===== src/rtl/sgr_cv_pkg.sv =====
// Package of the SGR colour code validator: codes, beat types and the
// number check functions. Depends on nothing.
`timescale 1ns / 1ps

package sgr_cv_pkg;

    // Widths of the beat fields and the state.
    localparam int unsigned CuWidth    = 16;
    localparam int unsigned AccWidth   = 10;
    localparam int unsigned PhaseWidth = 3;
    localparam int unsigned VerdWidth  = 2;

    // Character codes.
    localparam logic [CuWidth-1:0] CU_NUL  = 16'd0;
    localparam logic [CuWidth-1:0] CU_SEMI = 16'd59;
    localparam logic [CuWidth-1:0] CU_ZERO = 16'd48;
    localparam logic [CuWidth-1:0] CU_NINE = 16'd57;

    // Parse phases: normal code, expecting a colour mode; 3..1 bytes to come.
    localparam logic [PhaseWidth-1:0] PH_NORMAL = 3'd0;
    localparam logic [PhaseWidth-1:0] PH_BYTE1  = 3'd1;
    localparam logic [PhaseWidth-1:0] PH_BYTE3  = 3'd3;
    localparam logic [PhaseWidth-1:0] PH_XCOLOR = 3'd4;

    // Numbers of special meaning.
    localparam logic [AccWidth-1:0] ACC_MAX    = 10'd1023;
    localparam logic [AccWidth-1:0] BYTE_MAX   = 10'd255;
    localparam logic [AccWidth-1:0] N_FG_EXT   = 10'd38;
    localparam logic [AccWidth-1:0] N_BG_EXT   = 10'd48;
    localparam logic [AccWidth-1:0] N_MODE_RGB = 10'd2;
    localparam logic [AccWidth-1:0] N_MODE_IDX = 10'd5;

    // Verdict codes.
    localparam logic [VerdWidth-1:0] VERDICT_NONE    = 2'd0;
    localparam logic [VerdWidth-1:0] VERDICT_VALID   = 2'd1;
    localparam logic [VerdWidth-1:0] VERDICT_INVALID = 2'd2;

    // One input beat.
    typedef struct packed {
        logic [CuWidth-1:0] code_unit;
        logic               terminal;
    } item_t;

    // Outcome of finishing a number.
    typedef struct packed {
        logic                  ok;
        logic [PhaseWidth-1:0] phase;
    } finish_t;

    // Control from the top level to the parser.
    typedef struct packed {
        logic  consume;
        item_t item;
    } parse_ctl_t;

    // Status from the parser.
    typedef struct packed {
        logic                 is_end;
        logic [VerdWidth-1:0] verdict;
    } parse_sts_t;

    // Plain SGR codes that stand on their own.
    function automatic logic plain_code(input logic [AccWidth-1:0] n);
        logic r;
        begin
            r = (n <= 10'd4) || (n == 10'd7) || (n == 10'd9)
                || (n == 10'd21) || (n == 10'd22) || (n == 10'd23) || (n == 10'd24)
                || (n == 10'd25) || (n == 10'd27) || (n == 10'd29)
                || ((n >= 10'd30) && (n <= 10'd37)) || (n == 10'd39)
                || ((n >= 10'd40) && (n <= 10'd47)) || (n == 10'd49)
                || (n == 10'd53) || (n == 10'd55) || (n == 10'd59)
                || ((n >= 10'd90) && (n <= 10'd97))
                || ((n >= 10'd100) && (n <= 10'd107));
            return r;
        end
    endfunction

    // Checks a finished number against the phase and gives the next phase.
    // A failing number leaves the phase as it was.
    function automatic finish_t finish_number(input logic [AccWidth-1:0]   n,
                                              input logic [PhaseWidth-1:0] phase);
        finish_t f;
        begin
            f.ok    = 1'b0;
            f.phase = phase;
            if (phase == PH_NORMAL)
            begin
                if ((n == N_FG_EXT) || (n == N_BG_EXT))
                begin
                    f.ok    = 1'b1;
                    f.phase = PH_XCOLOR;
                end
                else
                begin
                    f.ok = plain_code(n);
                end
            end
            else if (phase == PH_XCOLOR)
            begin
                if (n == N_MODE_RGB)
                begin
                    f.ok    = 1'b1;
                    f.phase = PH_BYTE3;
                end
                else if (n == N_MODE_IDX)
                begin
                    f.ok    = 1'b1;
                    f.phase = PH_BYTE1;
                end
            end
            else if ((phase >= PH_BYTE1) && (phase <= PH_BYTE3))
            begin
                if (n <= BYTE_MAX)
                begin
                    f.ok    = 1'b1;
                    f.phase = phase - PH_BYTE1;
                end
            end
            return f;
        end
    endfunction

endpackage


===== src/rtl/sgr_cv_in_stage.sv =====
// Input register of the SGR colour code validator: holds one beat until the
// parser takes it. Depends on sgr_cv_pkg.
`timescale 1ns / 1ps

module sgr_cv_in_stage
(
    input  logic                             clk,
    input  logic                             rst_n,
    input  logic                             in_valid,
    output logic                             in_ready,
    input  logic [sgr_cv_pkg::CuWidth-1:0]   code_unit,
    input  logic                             terminal,
    input  logic                             consume,
    output logic                             hold_valid,
    output sgr_cv_pkg::item_t                item
);

    logic              valid_reg;
    logic              valid_next;
    sgr_cv_pkg::item_t item_reg;

    // The register takes a new beat whenever it is empty or is being drained.
    assign in_ready   = !valid_reg || consume;
    assign valid_next = in_ready ? in_valid : valid_reg;

    always_ff @(posedge clk or negedge rst_n)
    begin
        if (!rst_n)
        begin
            valid_reg <= 1'b0;
        end
        else
        begin
            valid_reg <= valid_next;
        end
    end

    // Payload needs no reset.
    always_ff @(posedge clk)
    begin
        if (in_valid && in_ready)
        begin
            item_reg.code_unit <= code_unit;
            item_reg.terminal  <= terminal;
        end
    end

    assign hold_valid = valid_reg;
    assign item       = item_reg;

endmodule


===== src/rtl/sgr_cv_parser.sv =====
// Parser state of the SGR colour code validator: updates the number, phase
// and error state for each beat and forms the verdict. Depends on sgr_cv_pkg.
`timescale 1ns / 1ps

module sgr_cv_parser
(
    input  logic                   clk,
    input  logic                   rst_n,
    input  sgr_cv_pkg::parse_ctl_t ctl,
    output sgr_cv_pkg::parse_sts_t sts
);

    logic [sgr_cv_pkg::PhaseWidth-1:0] phase_reg, phase_next;
    logic [sgr_cv_pkg::AccWidth-1:0]   acc_reg, acc_next;
    logic                              error_reg, error_next;
    logic [1:0]                        units_reg, units_next;
    logic                              zero_reg, zero_next;

    logic                              is_end;
    logic                              is_semi;
    logic                              is_digit;
    sgr_cv_pkg::finish_t               fin;
    logic [sgr_cv_pkg::AccWidth+3:0]   acc_wide;
    logic [sgr_cv_pkg::VerdWidth-1:0]  verdict;

    // Classify the beat.
    assign is_end   = ctl.item.terminal || (ctl.item.code_unit == sgr_cv_pkg::CU_NUL);
    assign is_semi  = ctl.item.code_unit == sgr_cv_pkg::CU_SEMI;
    assign is_digit = (ctl.item.code_unit >= sgr_cv_pkg::CU_ZERO)
                      && (ctl.item.code_unit <= sgr_cv_pkg::CU_NINE);

    // Finish the number held so far, and extend it by one digit.
    assign fin      = sgr_cv_pkg::finish_number(acc_reg, phase_reg);
    assign acc_wide = ({4'd0, acc_reg} * 14'd10) + {10'd0, ctl.item.code_unit[3:0]};

    // Verdict at the end of a string.
    always_comb
    begin
        if (units_reg == 2'd0)
        begin
            verdict = sgr_cv_pkg::VERDICT_NONE;
        end
        else if ((units_reg <= 2'd2) && zero_reg)
        begin
            verdict = sgr_cv_pkg::VERDICT_NONE;
        end
        else if (error_reg)
        begin
            verdict = sgr_cv_pkg::VERDICT_INVALID;
        end
        else if (fin.ok)
        begin
            verdict = sgr_cv_pkg::VERDICT_VALID;
        end
        else
        begin
            verdict = sgr_cv_pkg::VERDICT_INVALID;
        end
    end

    // Next state for one consumed beat.
    always_comb
    begin
        phase_next = phase_reg;
        acc_next   = acc_reg;
        error_next = error_reg;
        units_next = units_reg;
        zero_next  = zero_reg;
        if (ctl.consume)
        begin
            if (is_end)
            begin
                phase_next = sgr_cv_pkg::PH_NORMAL;
                acc_next   = '0;
                error_next = 1'b0;
                units_next = 2'd0;
                zero_next  = 1'b1;
            end
            else
            begin
                if (units_reg != 2'd3)
                begin
                    units_next = units_reg + 2'd1;
                end
                if (ctl.item.code_unit != sgr_cv_pkg::CU_ZERO)
                begin
                    zero_next = 1'b0;
                end
                if (!error_reg)
                begin
                    if (is_semi)
                    begin
                        phase_next = fin.phase;
                        error_next = !fin.ok;
                        acc_next   = '0;
                    end
                    else if (is_digit)
                    begin
                        if (acc_wide > {4'd0, sgr_cv_pkg::ACC_MAX})
                        begin
                            acc_next = sgr_cv_pkg::ACC_MAX;
                        end
                        else
                        begin
                            acc_next = acc_wide[sgr_cv_pkg::AccWidth-1:0];
                        end
                    end
                    else
                    begin
                        error_next = 1'b1;
                    end
                end
            end
        end
    end

    always_ff @(posedge clk or negedge rst_n)
    begin
        if (!rst_n)
        begin
            phase_reg <= sgr_cv_pkg::PH_NORMAL;
            acc_reg   <= '0;
            error_reg <= 1'b0;
            units_reg <= 2'd0;
            zero_reg  <= 1'b1;
        end
        else
        begin
            phase_reg <= phase_next;
            acc_reg   <= acc_next;
            error_reg <= error_next;
            units_reg <= units_next;
            zero_reg  <= zero_next;
        end
    end

    assign sts.is_end  = is_end;
    assign sts.verdict = verdict;

endmodule


===== src/rtl/sgr_cv_out_stage.sv =====
// Result register of the SGR colour code validator: holds one verdict beat
// until the receiver takes it. Depends on sgr_cv_pkg.
`timescale 1ns / 1ps

module sgr_cv_out_stage
(
    input  logic                               clk,
    input  logic                               rst_n,
    input  logic                               load,
    input  logic [sgr_cv_pkg::VerdWidth-1:0]   load_verdict,
    output logic                               free,
    output logic                               out_valid,
    input  logic                               out_ready,
    output logic [sgr_cv_pkg::VerdWidth-1:0]   verdict
);

    logic                             valid_reg;
    logic                             valid_next;
    logic [sgr_cv_pkg::VerdWidth-1:0] verdict_reg;

    // Room for a new verdict when empty or when the held one leaves now.
    assign free = !valid_reg || out_ready;

    always_comb
    begin
        valid_next = valid_reg;
        if (load)
        begin
            valid_next = 1'b1;
        end
        else if (out_ready)
        begin
            valid_next = 1'b0;
        end
    end

    always_ff @(posedge clk or negedge rst_n)
    begin
        if (!rst_n)
        begin
            valid_reg <= 1'b0;
        end
        else
        begin
            valid_reg <= valid_next;
        end
    end

    always_ff @(posedge clk)
    begin
        if (load)
        begin
            verdict_reg <= load_verdict;
        end
    end

    assign out_valid = valid_reg;
    assign verdict   = verdict_reg;

endmodule


===== src/rtl/sgr_color_code_validator.sv =====
// SGR colour code validator, top level.
// Usage: a colour string enters one UTF-16 code unit per beat on the input
// channel (in_valid, in_ready, code_unit, terminal). A beat with terminal
// set, or a code unit of zero, ends the string; that beat alone yields one
// beat on the output channel (out_valid, out_ready, verdict): 0 for no
// colour or default, 1 for valid SGR codes, 2 for invalid.
// Throughput: one beat per cycle, set by the update of the parser state from the
// input register; a terminating beat stalls there while the result register is full.
// A terminating beat accepted into the input register is moved into the result
// register once that register is free, and its verdict then stays on the output
// channel until the receiver takes it.
// Reset clears both registers and returns the parser to the start of a
// string; in_ready is high out of reset.
// When the receiver stalls, the verdict waits in the result register while
// further characters keep flowing; only a second terminating beat holds in
// the input register, and in_ready drops until the verdict is taken.
// Depends on sgr_cv_pkg, sgr_cv_in_stage, sgr_cv_parser, sgr_cv_out_stage.
`timescale 1ns / 1ps

module sgr_color_code_validator
(
    input  logic                               clk,
    input  logic                               rst_n,
    input  logic                               in_valid,
    output logic                               in_ready,
    input  logic [sgr_cv_pkg::CuWidth-1:0]     code_unit,
    input  logic                               terminal,
    output logic                               out_valid,
    input  logic                               out_ready,
    output logic [sgr_cv_pkg::VerdWidth-1:0]   verdict
);

    logic                   hold_valid;
    sgr_cv_pkg::item_t      item;
    logic                   out_free;
    logic                   consume;
    sgr_cv_pkg::parse_ctl_t ctl;
    sgr_cv_pkg::parse_sts_t sts;

    // A held beat moves on unless it ends a string and the result slot is full.
    assign consume     = hold_valid && (!sts.is_end || out_free);
    assign ctl.consume = consume;
    assign ctl.item    = item;

    sgr_cv_in_stage u_in_stage
    (
        .clk        (clk),
        .rst_n      (rst_n),
        .in_valid   (in_valid),
        .in_ready   (in_ready),
        .code_unit  (code_unit),
        .terminal   (terminal),
        .consume    (consume),
        .hold_valid (hold_valid),
        .item       (item)
    );

    sgr_cv_parser u_parser
    (
        .clk   (clk),
        .rst_n (rst_n),
        .ctl   (ctl),
        .sts   (sts)
    );

    sgr_cv_out_stage u_out_stage
    (
        .clk          (clk),
        .rst_n        (rst_n),
        .load         (consume && sts.is_end),
        .load_verdict (sts.verdict),
        .free         (out_free),
        .out_valid    (out_valid),
        .out_ready    (out_ready),
        .verdict      (verdict)
    );

endmodule


===== config.mk =====
export PLATFORM = sky130hd
export DESIGN_NAME = sgr_color_code_validator
export DESIGN_NICKNAME = d
export VERILOG_FILES = /design/src/rtl/sgr_cv_pkg.sv /design/src/rtl/sgr_cv_in_stage.sv /design/src/rtl/sgr_cv_parser.sv /design/src/rtl/sgr_cv_out_stage.sv /design/src/rtl/sgr_color_code_validator.sv
export SDC_FILE = /design/constraint.sdc
export NUM_CORES = 1
export LEC_CHECK = 0
export BUFFER_PORTS_ARGS = -buffer_cell sky130_fd_sc_hd__buf_2
export CAP_MARGIN = 10
export CORE_ASPECT_RATIO = 1.2
export CORE_MARGIN = 2
export CORE_UTILIZATION = 45
export CTS_CLUSTER_DIAMETER = 120
export DETAILED_ROUTE_END_ITERATION = 6
export GPL_ROUTABILITY_DRIVEN = 1
export SLEW_MARGIN = 20
export SYNTH_ARGS = -nofsm -noshare
export SYNTH_HDL_FRONTEND = slang
export SYNTH_SLANG_ARGS = --single-unit
export TNS_END_PERCENT = 100

===== constraint.sdc =====
create_clock -name clk -period 4.57 [get_ports clk]
set_input_delay 0.2285 -clock clk [delete_from_list [all_inputs] [get_ports clk]]
set_output_delay 0.2285 -clock clk [all_outputs]
set_load 0.1 [all_outputs]

== Yosys cells after proc, flatten, opt, wreduce, memory -nomap -nowiden ==
Cells that the tools add are included.

* Flip-flop bits (word level): 38
* Logic and storage cells: 137
* Output and inout bits: 4
* Latch bits: 0
* RAM bits: 0
* Input bits: 21
* Bits in read-only memories: 0
* Memories kept: 0

* Multipliers: 1
* Bitwise gates (word level): 0
* Order comparisons: 16
* Reductions and logical operators: 53
* Divide/modulo/power cells: 0
* Equality and inequality tests: 25
* Add/subtract/negate cells: 3
* Shift operators: 0
* Muxes and demuxes: 28

{| class="wikitable"
|+ Operators by type and width
! kind !! number
|-
| 10-bit by 5-bit == test with 1-bit output (second input constant) || 7
|-
| 10-bit by 6-bit == test with 1-bit output (second input constant) || 7
|-
| 10-bit two-way mux || 5
|-
| 4-bit two-way mux || 6
|-
| 1-bit logical OR || 23
|-
| 10-bit by 3-bit == test with 1-bit output (second input constant) || 2
|-
| 10-bit by 7-bit >= comparator with 1-bit output (second input constant) || 2
|-
| 10-bit by 6-bit less-or-equal comparator with 1-bit output (second input constant) || 2
|-
| 10-bit by 7-bit less-or-equal comparator with 1-bit output (second input constant) || 2
|-
| 16-bit by 6-bit == test with 1-bit output (second input constant) || 1
|-
| 16-bit by 6-bit >= comparator with 1-bit output (second input constant) || 1
|-
| 16-bit by 6-bit less-or-equal comparator with 1-bit output (second input constant) || 1
|-
| 16-bit zero test || 1
|-
| 16-bit by 6-bit inequality test with 1-bit output (second input constant) || 1
|-
| 14-bit by 4-bit adder with 14-bit output || 1
|-
| 14-bit by 10-bit > comparator with 1-bit output (second input constant) || 1
|-
| 10-bit by 3-bit multiplier with 13-bit output (second input constant) || 1
|-
| 3-bit two-way mux || 4
|-
| 10-bit by 2-bit == test with 1-bit output (second input constant) || 1
|-
| 10-bit by 4-bit == test with 1-bit output (second input constant) || 1
|-
| 10-bit by 5-bit >= comparator with 1-bit output (second input constant) || 1
|-
| 10-bit by 6-bit >= comparator with 1-bit output (second input constant) || 1
|-
| 10-bit by 3-bit less-or-equal comparator with 1-bit output (second input constant) || 1
|-
| 10-bit by 8-bit less-or-equal comparator with 1-bit output (second input constant) || 1
|-
| other kinds (23) || 52
|}

== Logic depth before layout (Yosys ltp) ==
* Depth in word-level cells: 25
* Mapped depth: 10
* Depth with buffers taken out: 10

== Modules after synthesis ==
A second synthesis with hierarchy kept.

* Cell total of the unflattened synthesis: 281
* Area, all modules: 2793.9 um2

{| class="wikitable"
|+ By module, submodules not included
! module !! seq. area each (um2) !! area an instance (um2) !! cells an instance !! times used
|-
| sgr_cv_parser || 426.7 || 2103.3 || 252 || 1
|-
| sgr_cv_in_stage || 535.5 || 564.3 || 21 || 1
|-
| sgr_cv_out_stage || 85.1 || 107.6 || 5 || 1
|-
| sgr_color_code_validator || 0.0 || 18.8 || 3 || 1
|}

== Worst setup path before layout ==
No wires, ideal clock.

* Path type: register to register
* From: reg u_parser.acc_reg[1] (netlist name)
* To: reg u_parser.acc_reg[9] (netlist name)
* Setup slack: 1.645 ns
* Path buffers: 0
* Cell stages (with the launch flop): 10
* Setup time: 0.139 ns
* Arrival time: 2.786 ns
* Required time: 4.431 ns
* Clock period less this slack: 2.925 ns
* Path through: dfrtp_1 > ha_1 > ha_1 > inv_1 > fa_1 > nor4b_1 > nor4b_2 > nor4b_1 > mux2_4 > o2111ai_1

* Longest elaborated chain between the ends: 8

{| class="wikitable"
|+ RTL lines
! element !! RTL line !! source
|-
| start, declared || sgr_cv_parser.sv:14 || <nowiki>logic [sgr_cv_pkg::AccWidth-1:0] acc_reg, acc_next;</nowiki>
|-
| start signal, assigned || sgr_cv_parser.sv:130 || <nowiki>acc_reg <= acc_next;</nowiki>
|-
| 10-bit by 3-bit multiplier with 13-bit output * || sgr_cv_parser.sv:34 || <nowiki>assign acc_wide = ({4'd0, acc_reg} * 14'd10) + {10'd0, ctl.item.code_unit[3:0]};</nowiki>
|-
| 14-bit by 4-bit adder with 14-bit output * || sgr_cv_parser.sv:34 ||
|-
| 14-bit by 10-bit > comparator with 1-bit output || sgr_cv_parser.sv:99 || <nowiki>if (acc_wide > {4'd0, sgr_cv_pkg::ACC_MAX})</nowiki>
|-
| 10-bit two-way mux * || sgr_cv_parser.sv:99 ||
|-
| 10-bit two-way mux * || sgr_cv_parser.sv:97 || <nowiki>else if (is_digit)</nowiki>
|-
| 10-bit two-way mux * || sgr_cv_parser.sv:91 || <nowiki>if (is_semi)</nowiki>
|-
| 10-bit two-way mux * || sgr_cv_parser.sv:89 || <nowiki>if (!error_reg)</nowiki>
|-
| 10-bit two-way mux * || sgr_cv_parser.sv:71 || <nowiki>if (is_end)</nowiki>
|}

Mark *: on every way between the ends. The rest lies on a longest branch, timed or not. The select of a mux whose other input is x is not followed.
A chain may end at the register's enable or synchronous reset.

== Worst setup path in the final report ==
Ends and elaborated chain as after synthesis.

==> results.yml <==
clocking:
  postCtsHoldBufs: 1
  cts_buffers: 5
  clockBufferDepth: 2
  cts_root_buf: "clkbuf_8"
  clock_sinks: 38
  cts_tree: "built"
  clk_latency_ps: 290
  cts.repair.resized: 0
  clkSlewWorstSetupHoldPaths_ps: 80
  postCtsSetupRepairBufs: 0
  htreeDepth: 2
critical_path:
  end_kind: "register"
  path_cells: "ha_1 -> ha_1 -> inv_1 -> fa_1 -> nor4b_1 -> nor4b_2 -> nor4b_1 -> mux2_4 -> o2111ai_1"
  worstPathRequired_ps: 4730
  cp_slowest_cell: "dfrtp_1"
  worstPathArrival_ps: 3580
  cp_slowest_stage_delay_ps: 620
  critPathMaxFanout: 14
  critical_path_class: "register to register"
  startpoint_type: "register"
sta:
  slew_headroom_pct: 46.3
  worst_pin_slew_ps: 802
  fin_setup_tns_ps: 0
  hold_slack_ps: 113
  final_hold_viol_count: 0
  max_freq_ghz: 0.293
  setup_slack_ps: 1150
  finalClockSkew_ps: 7.97
  finalMaxSlewViolations: 0
  setup_viol: 0
  period_share_pct: 74.8
  fin_crit_ps: 3420
  rsz0062_at_grt: "false"
synth:
  synth_top_area_share_pct: 20.2
  ys_seq_elements: 38
  synth-edff-count: 19
  synth.yosys.seq_area_share_pct: 37.2
  avgSynthCellArea_um2: 9.82
  synthCells: 287
  synth_top_area_cell: "edfxtp_1"
  synth_nets: 336
  yosysUniqueCellTypes: 64
  yosysWarnings: 0
  synth.cell_area_mm2: 0.00282
  synth-main-ff-cell: "edfxtp_1"
  async_flop_share_pct: 50.0
  synth_area_leaders: "edfxtp_1, dfrtp_1, ha_1"
finish:
  post-route-util_pct: 51.8
  largest_reg_flops: 17
  drive_gt1_share_pct: 15.8
  diodes: 0
  nets: 358
  layout-area-overhead-vs-synth_pct: 11.1
drt:
  drcViolationCount: 0
  num_vias: 2229
  ant_nets: 0
  drtPass1Iterations: 4
  drt_iter0_drc: 117
  routed_wl_um: 5920
  viasPerCell: 5.69
  wl_per_cell_um: 15.1
worst_hold_path:
  hold_path.class: "primary input to register"
pwr:
  powerDensity_mw_per_mm2: 311
  cellLeakagePower_nw: 1.34
  peakVddDrop_v: 0.000235
  total_power_w: 0.000973
die:
  coreArea_mm2: 0.00605
  die_area_mm2: 0.00692
  initial_core_util_pct: 46.6
  die_h_um: 90.7
  rows: 31
  io_pins: 25
  die_width_um: 76.3
global_route:
  grt_max_degree: 20
  antenna_found_initial: 0
  grt_pass1_wl_um: 10300
  grt_usage_pct: 18.4
  grt_overflow: 0
  grt_pass1_vias: 2219
run_status:
  status: "finished, final reports clean"
place:
  hpwl_um: 4520
  portBuffers: 24
  post-place-ws_ps: 1210
  place.gp.congestion: 0.836
job:
  max_cap_violations: 0
==> power breakdown <==
group | switching (W) | internal [W]
clock network | 0.000120 | 0.000216
registers | 0.0000355 | 0.000394
logic | 0.000122 | 0.0000849
total | 0.000277 | 0.000695
==> placed cells by master (no fill, tap or decap), types with 2 or more instances in the layout <==
cell       count
a21oi_1       26
ha_1          26
buf_2         24
nand2_1       23
nor2_1        20
edfxtp_1      19
dfrtp_1       18
inv_1         13
a211oi_1      12
o21ai_0       10
nand3_1        8
xnor2_1        6
nand2b_1       5
a21o_1         5
o2111ai_1      5
clkbuf_8       5
nor4_1         4
a22o_1         4
xor2_1         4
a22oi_1        4
nor3b_1        4
o21a_1         3
and3_1         3
o211ai_1       3
nor3_1         3
a31oi_1        3
nor4_2         2
and2_1         2
nor4b_1        2
nor2b_1        2
nand4_1        2
and3b_1        2
o21bai_1       2
and2b_1        2
fa_1           2
bufinv_16      2
==> cells in the mapped netlist, types with 3 or more instances <==
library cell and n:
a211oi_1 12, a21o_1 5, a21oi_1 26, a22o_1 4
a22oi_1 4, a31oi_1 3, and3_1 3, buf_2 6
clkbuf_1 3, dfrtp_1 18, edfxtp_1 19, ha_1 26
inv_1 13, nand2_1 23, nand2b_1 5, nand3_1 8
nor2_1 20, nor3_1 3, nor3b_1 4, nor4_1 4
o2111ai_1 5, o211ai_1 3, o21a_1 3, o21ai_0 10
xnor2_1 6, xor2_1 4
==> per-layer routing <==
| layer | vias to the layer above | track usage (%) | share of wire [%] |
|---|---|---|---|
| met5 | - | 0 | 0 |
| met4 | 0 | 7.12 | 2.3 |
| met3 | 10 | 2.70 | 2.1 |
| met2 | 41 | 34.0 | 52 |
| met1 | 1047 | 21.3 | 44 |
| li1 | 1131 | - | - |
==> layout make-up <==
class,instances,area [um2]
Clock inverter,3,63.8
Fill cell,579,2920
Sequential cell,38,1050
Inverter,14,52.6
Clock buffer,5,68.8
Tap cell,82,103
Multi-Input combinational cell,225,1670
Timing Repair Buffer,25,130
==> per-stage QoR <==
step / cell area (um2) / std cells
after floorplan: 2820 / 287
after global placement: 2990 / 383
after detailed placement: 2990 / 383
after CTS: 3130 / 392
after global routing: 3130 / 392
final: 3130 / 392
==> kinds of logic (layout without fill, tap and decap cells) <==
family	count (synthesis)	after routing	share of synthesized area (%)
compound gates	89	89	22.5
xor+xnor	10	10	3.11
fa+ha+maj	28	28	13.0
buf+inv	24	47	3.73
flops	38	38	37.2
mux	2	2	0.888
simple gates	96	96	19.6
==> path summary, 6_finish.rpt <==
| check | startpoint | to | slack, ps | cells past startpoint |
|---|---|---|---|---|
| max | u_parser.acc_reg[1]$_DFFE_PN0P_ | u_parser.acc_reg[9]$_DFFE_PN0P_ | 1150 | 9 |
| min reg2reg | u_parser.zero_reg$_DFFE_PN1P_ | u_parser.zero_reg$_DFFE_PN1P_ | 460 | 2 |
| max reg2reg | u_parser.acc_reg[1]$_DFFE_PN0P_ | u_parser.acc_reg[9]$_DFFE_PN0P_ | 1150 | 9 |
| max in group asynchronous | rst_n | u_parser.zero_reg$_DFFE_PN1P_ | 3810 | 2 |
| min in group asynchronous | rst_n | u_parser.units_reg[1]$_DFFE_PN0P_ | 420 | 2 |
| min | code_unit[3] | u_in_stage.item[4]$_DFFE_PP_ | 110 | 1 |
==> worst max-delay path, delay by kind of cell, from the launching register on <==
family	cells	cell delay, ps
adders and majority gates	3	1000
DFF	1	620
AOI/OAI and AO/OA	1	140
and+or+nand+nor	3	1170
muxes	1	280
buffers and inverters	1	80
Power figures use the tool's default switching activity.
